## config.mk

```make
export PLATFORM = sky130hd
export DESIGN_NAME = fpnm_ram
export DESIGN_NICKNAME = d
export VERILOG_FILES = /design/src/hdl/assert_macros.svh /design/src/hdl/fpnm_ram.sv
export SDC_FILE = /design/constraint.sdc
export NUM_CORES = 1
export LEC_CHECK = 0
export ABC_CLOCK_PERIOD_IN_PS = 2400
export BUFFER_PORTS_ARGS = -buffer_cell sky130_fd_sc_hd__buf_2
export CORE_MARGIN = 1
export CORE_UTILIZATION = 40
export DETAILED_ROUTE_END_ITERATION = 16
export PLACE_DENSITY_LB_ADDON = 0.1
export SETUP_SLACK_MARGIN = 0.15
export SLEW_MARGIN = 25
export SYNTH_ARGS = -nofsm -noshare
export SYNTH_HDL_FRONTEND = slang
export SYNTH_SLANG_ARGS = --single-unit
```

## constraint.sdc

```tcl
create_clock -name clock -period 2.4 [get_ports clock]
set_input_delay 0.72 -clock clock [delete_from_list [all_inputs] [get_ports clock]]
set_output_delay 0.72 -clock clock [all_outputs]
set_load 0.01 [all_outputs]
```

## src/hdl/assert_macros.svh

```systemverilog
// Assertion macros shared by the RTL. Empty bodies under SYNTHESIS.
`ifndef ASSERT_MACROS_SVH
`define ASSERT_MACROS_SVH
`ifndef SYNTHESIS
// Same-cycle implication.
`define ASSERT_IMPLY(label, clk, rst, ante, cons) \
   label: assert property (@(posedge clk) disable iff (rst) (ante) |-> (cons)) \
      else $error("assertion failed: same-cycle implication");
// Next-cycle implication.
`define ASSERT_NEXT(label, clk, rst, ante, cons) \
   label: assert property (@(posedge clk) disable iff (rst) (ante) |=> (cons)) \
      else $error("assertion failed: next-cycle implication");
`else
`define ASSERT_IMPLY(label, clk, rst, ante, cons)
`define ASSERT_NEXT(label, clk, rst, ante, cons)
`endif
`endif

```

## src/hdl/fpnm_ram.sv

```systemverilog
module fpnm_ram #(
   parameter int unsigned WIDTH = 8,
   parameter int unsigned DEPTH = 16
) (
   input  logic                     clock,
   input  logic                     wr_en,
   input  logic [$clog2(DEPTH)-1:0] wr_addr,
   input  logic [WIDTH-1:0]         wr_data,
   input  logic                     rd_en,
   input  logic [$clog2(DEPTH)-1:0] rd_addr,
   output logic [WIDTH-1:0]         rd_data
);

   logic [WIDTH-1:0] mem_ff [DEPTH];
   logic [WIDTH-1:0] rd_data_ff;

   always_ff @(posedge clock) begin
      if (wr_en) begin
         mem_ff[wr_addr] <= wr_data;
      end
      if (rd_en) begin
         rd_data_ff <= mem_ff[rd_addr];
      end
   end

   assign rd_data = rd_data_ff;

endmodule
```

# Word-level counts from Yosys, hierarchy flattened
# Memory sizes are Yosys's and may differ from the RTL's. A register that Yosys moved wholly into a read port is not among the register bits.
# Index checks and enable logic that the tools add are counted.
# totals
ff_bits,0
ramBits,128
in_bits,19
wordCells,3
memories,1
# classes
n_mux,2
# mem_list
name,depth,width,rd,rd_ports_with_merged_regs,wr,line,text
mem_ff,16,8,1,1,1,fpnm_ram.sv:14,logic [WIDTH-1:0] mem_ff [DEPTH];
# op_table
op,count
two-way mux 1 bit,2

# Logic depth before layout (Yosys ltp)
# logic_depth
ltp_word,2
ltp_mapped,5

# Least setup slack after synthesis
# OpenSTA, ideal clock, no wires.
# synth_timing
path_type,input -> register
startpoint,input port wr_addr[2]
endpoint,"memory mem_ff[0][0], enable pin"
setup_ps,383
arrival_time_ps,1830
path_slack_ps,187
path_stages,2
n_path_buf,0
path_cell_list,or3b_2 > nor3_1
# synth_rtl
item,line,text
from (decl),fpnm_ram.sv:7,"input logic [$clog2(DEPTH)-1:0] wr_addr,"
to (decl),fpnm_ram.sv:14,
# No word-level cell before the write port.

==> flow_summary.toml <==
[yosys]
synth_top_area_cell = "edfxtp_1"
synthCells = 229
synthArstFlopShare = 0
synthTopCellsByCount = "edfxtp_1, mux4_2, a22oi_1"
synth.area.top_cells = "edfxtp_1, mux4_2, mux4_1"
yosysUniqueCellTypes = 18
synth_nets = 248
synth_edf_count = 136
synth_top_area_share = 0.781
synth-main-ff-cell = "edfxtp_1"
yosysSeqAreaShare = 0.781
yosysWarnings = 0
netlist_area_sq_um = 5230
yosys_register_bits = 136
yosysMostFrequentCell = "edfxtp_1"
syn_area_per_cell_sq_um = 22.8

[worst_setup_path]
crit_path_top_delay_cell = "mux4_2"
slowest_delay_ns = 0.51
start_kind = "input pin"
crit_type = "in2reg"
cp_data_arrival_time_ns = 1.98
worst-path-max-fanout = 7
cp_data_required_time_ns = 2.53
end_kind = "flop"
crit_chain = "buf_2 > buf_4 > mux4_2 > a22oi_1 > nand2_1"

[floorplanning]
io_pins = 27
start_util = 0.413
chipWidth_um = 116
rows = 41
die-area_sq_um = 13500
die_height_um = 116
core_sq_um = 12700

[layout]
n_antenna_cell = 0
area_growth_pct = 18.7
nets = 305
drive_gt1_frac = 0.304

[cts]
htreeDepth = 4
cts_hold_buf = 0
cts_root_buffer = "clkbuf_16"
cts.repair.resized = 0
insertion_delay_ns = 0.41
post_cts_buffers = 0
cts.sinks = 136
clock_path_buffers = 2
path_clk_slew_ns = 0.05
cts_tree = "built"
numCtsBuffers = 17

[power]
pwr_density_cell_nw_per_um2 = 840
leakagePower_nw = 2.09
peakVddDrop_uv = 349

[routing]
dr.first_iter.drc_count = 164
detail-route-antenna-nets = 0
dr.pass1.iters = 4
wl_per_cell_um = 21.2
wl_mm = 9.99
via_per_inst = 5.09
drc_errors = 0
vias = 2398

[placement]
hpwl_mm = 6.58
portBuffers = 26
gp_congestion = 0.715

[sta]
max_slew_margin = 0.726
tns_ns = 0
hold_slack_ns = 0.673
setup_viol = 0
finalClockSkew_ns = 0.00541
hold_viol = 0
max_freq_mhz = 541
period_needed_ns = 1.85
slew_violations = 0
finalCritPeriodShare = 0.771
worst_slew_pin_slew_ns = 0.411
rsz0062_at_grt = "false"

[global_route]
grt_max_degree = 33
antenna_found_initial = 0
grt_pass1_wl_mm = 15.3
grt_pass1_vias = 2568
globalRouteTotalUtil = 0.169
grt_overflow_total = 0

[flow_run]
drv_cap = 0

[worst_hold_path]
min_path_type = "in2reg"

[status]
status = "finished, final reports clean"
cell type report:
class | instances | area [sq um]
clock buffers | 17 | 425
repair buffers | 48 | 333
clock inverters | 15 | 92.6
multi-input cells | 83 | 1060
fillers | 1060 | 6460
well taps | 172 | 215
flip-flops and latches | 136 | 4080
layout by cell type, fill, tap and decap left out:
cell type   netlist  layout
nor3_1            4       4
clkinvlp_4        0       1
buf_4             1      19
clkinv_2          0       5
nand2_1           9       9
nor2b_1           1       1
clkinv_1          0       8
buf_2             3      26
edfxtp_1        136     136
nor2_1           13      13
a22oi_1          16      16
nand2b_1          2       2
clkbuf_16         0      17
nand3_1           1       1
and2_1            1       1
nand3b_1          2       2
bufinv_16         0       1
or3b_2            1       1
mux4_2           18      18
and2b_1           1       1
mux4_1           14      14
buf_12            0       3
final timing paths:
check / to / cells past startpoint / startpoint / slack, ns
setup reg to reg: rd_data[7]$_DFFE_PP_ / 3 / mem_ff[11][7]$_DFFE_PP_ / 0.86
setup / recovery: rd_data[7]$_DFFE_PP_ / 5 / rd_addr[0] / 0.55
hold / removal: rd_data[0]$_DFFE_PP_ / 1 / rd_en / 0.67
hold reg to reg: rd_data[3]$_DFFE_PP_ / 3 / mem_ff[7][3]$_DFFE_PP_ / 0.75
cell families after synthesis:
logic type	Yosys count	share of synthesized area
multiplexers	32	0.148
AO/OA/AOI/OAI	16	0.0230
AND/OR/NAND/NOR	35	0.0314
buffers and inverters	10	0.0165
flip-flops	136	0.781
per-stage QoR:
step | power (mW) | instances | util | instance area (sq um) | setup WS [ns]
2_1_floorplan | 2.88 | 229 | - | 5230 | 0.187
6_report | 5.21 | 471 | 0.490 | 6210 | 0.550
3_5_place_dp | 3.00 | 439 | 0.449 | 5690 | 0.0672
3_3_place_gp | 3.00 | 439 | 0.449 | 5690 | 0.0517
4_1_cts | 5.26 | 471 | 0.490 | 6210 | 0.509
5_1_grt | 5.37 | 471 | 0.490 | 6210 | 0.439
metal layers:
layer | vias up | share of wire | GRT usage
met2 | 48 | 0.47 | 0.256
met4 | 0 | 0.023 | 0.103
met3 | 20 | 0.034 | 0.0405
li1 | 1095 | - | -
met5 | - | 0 | 0
met1 | 1235 | 0.47 | 0.225
where the power goes:
part	internal, mW	total [mW]	switching [mW]
clock	1.38	2.27	0.887
combinational	0.110	0.256	0.146
sequential	2.68	2.69	0.0116
total	4.17	5.21	1.04
state kept, by name, summed over array words and instances (netlist names):
register,count
mem_ff,128
rd_data,8
critical path, delay by kind of cell:
kind / cells / cell delay (ns)
simple gates: 1 / 0.15
compound gates: 1 / 0.22
buf+inv: 2 / 0.38
mux: 1 / 0.51
Power figures use the tool's default switching activity.
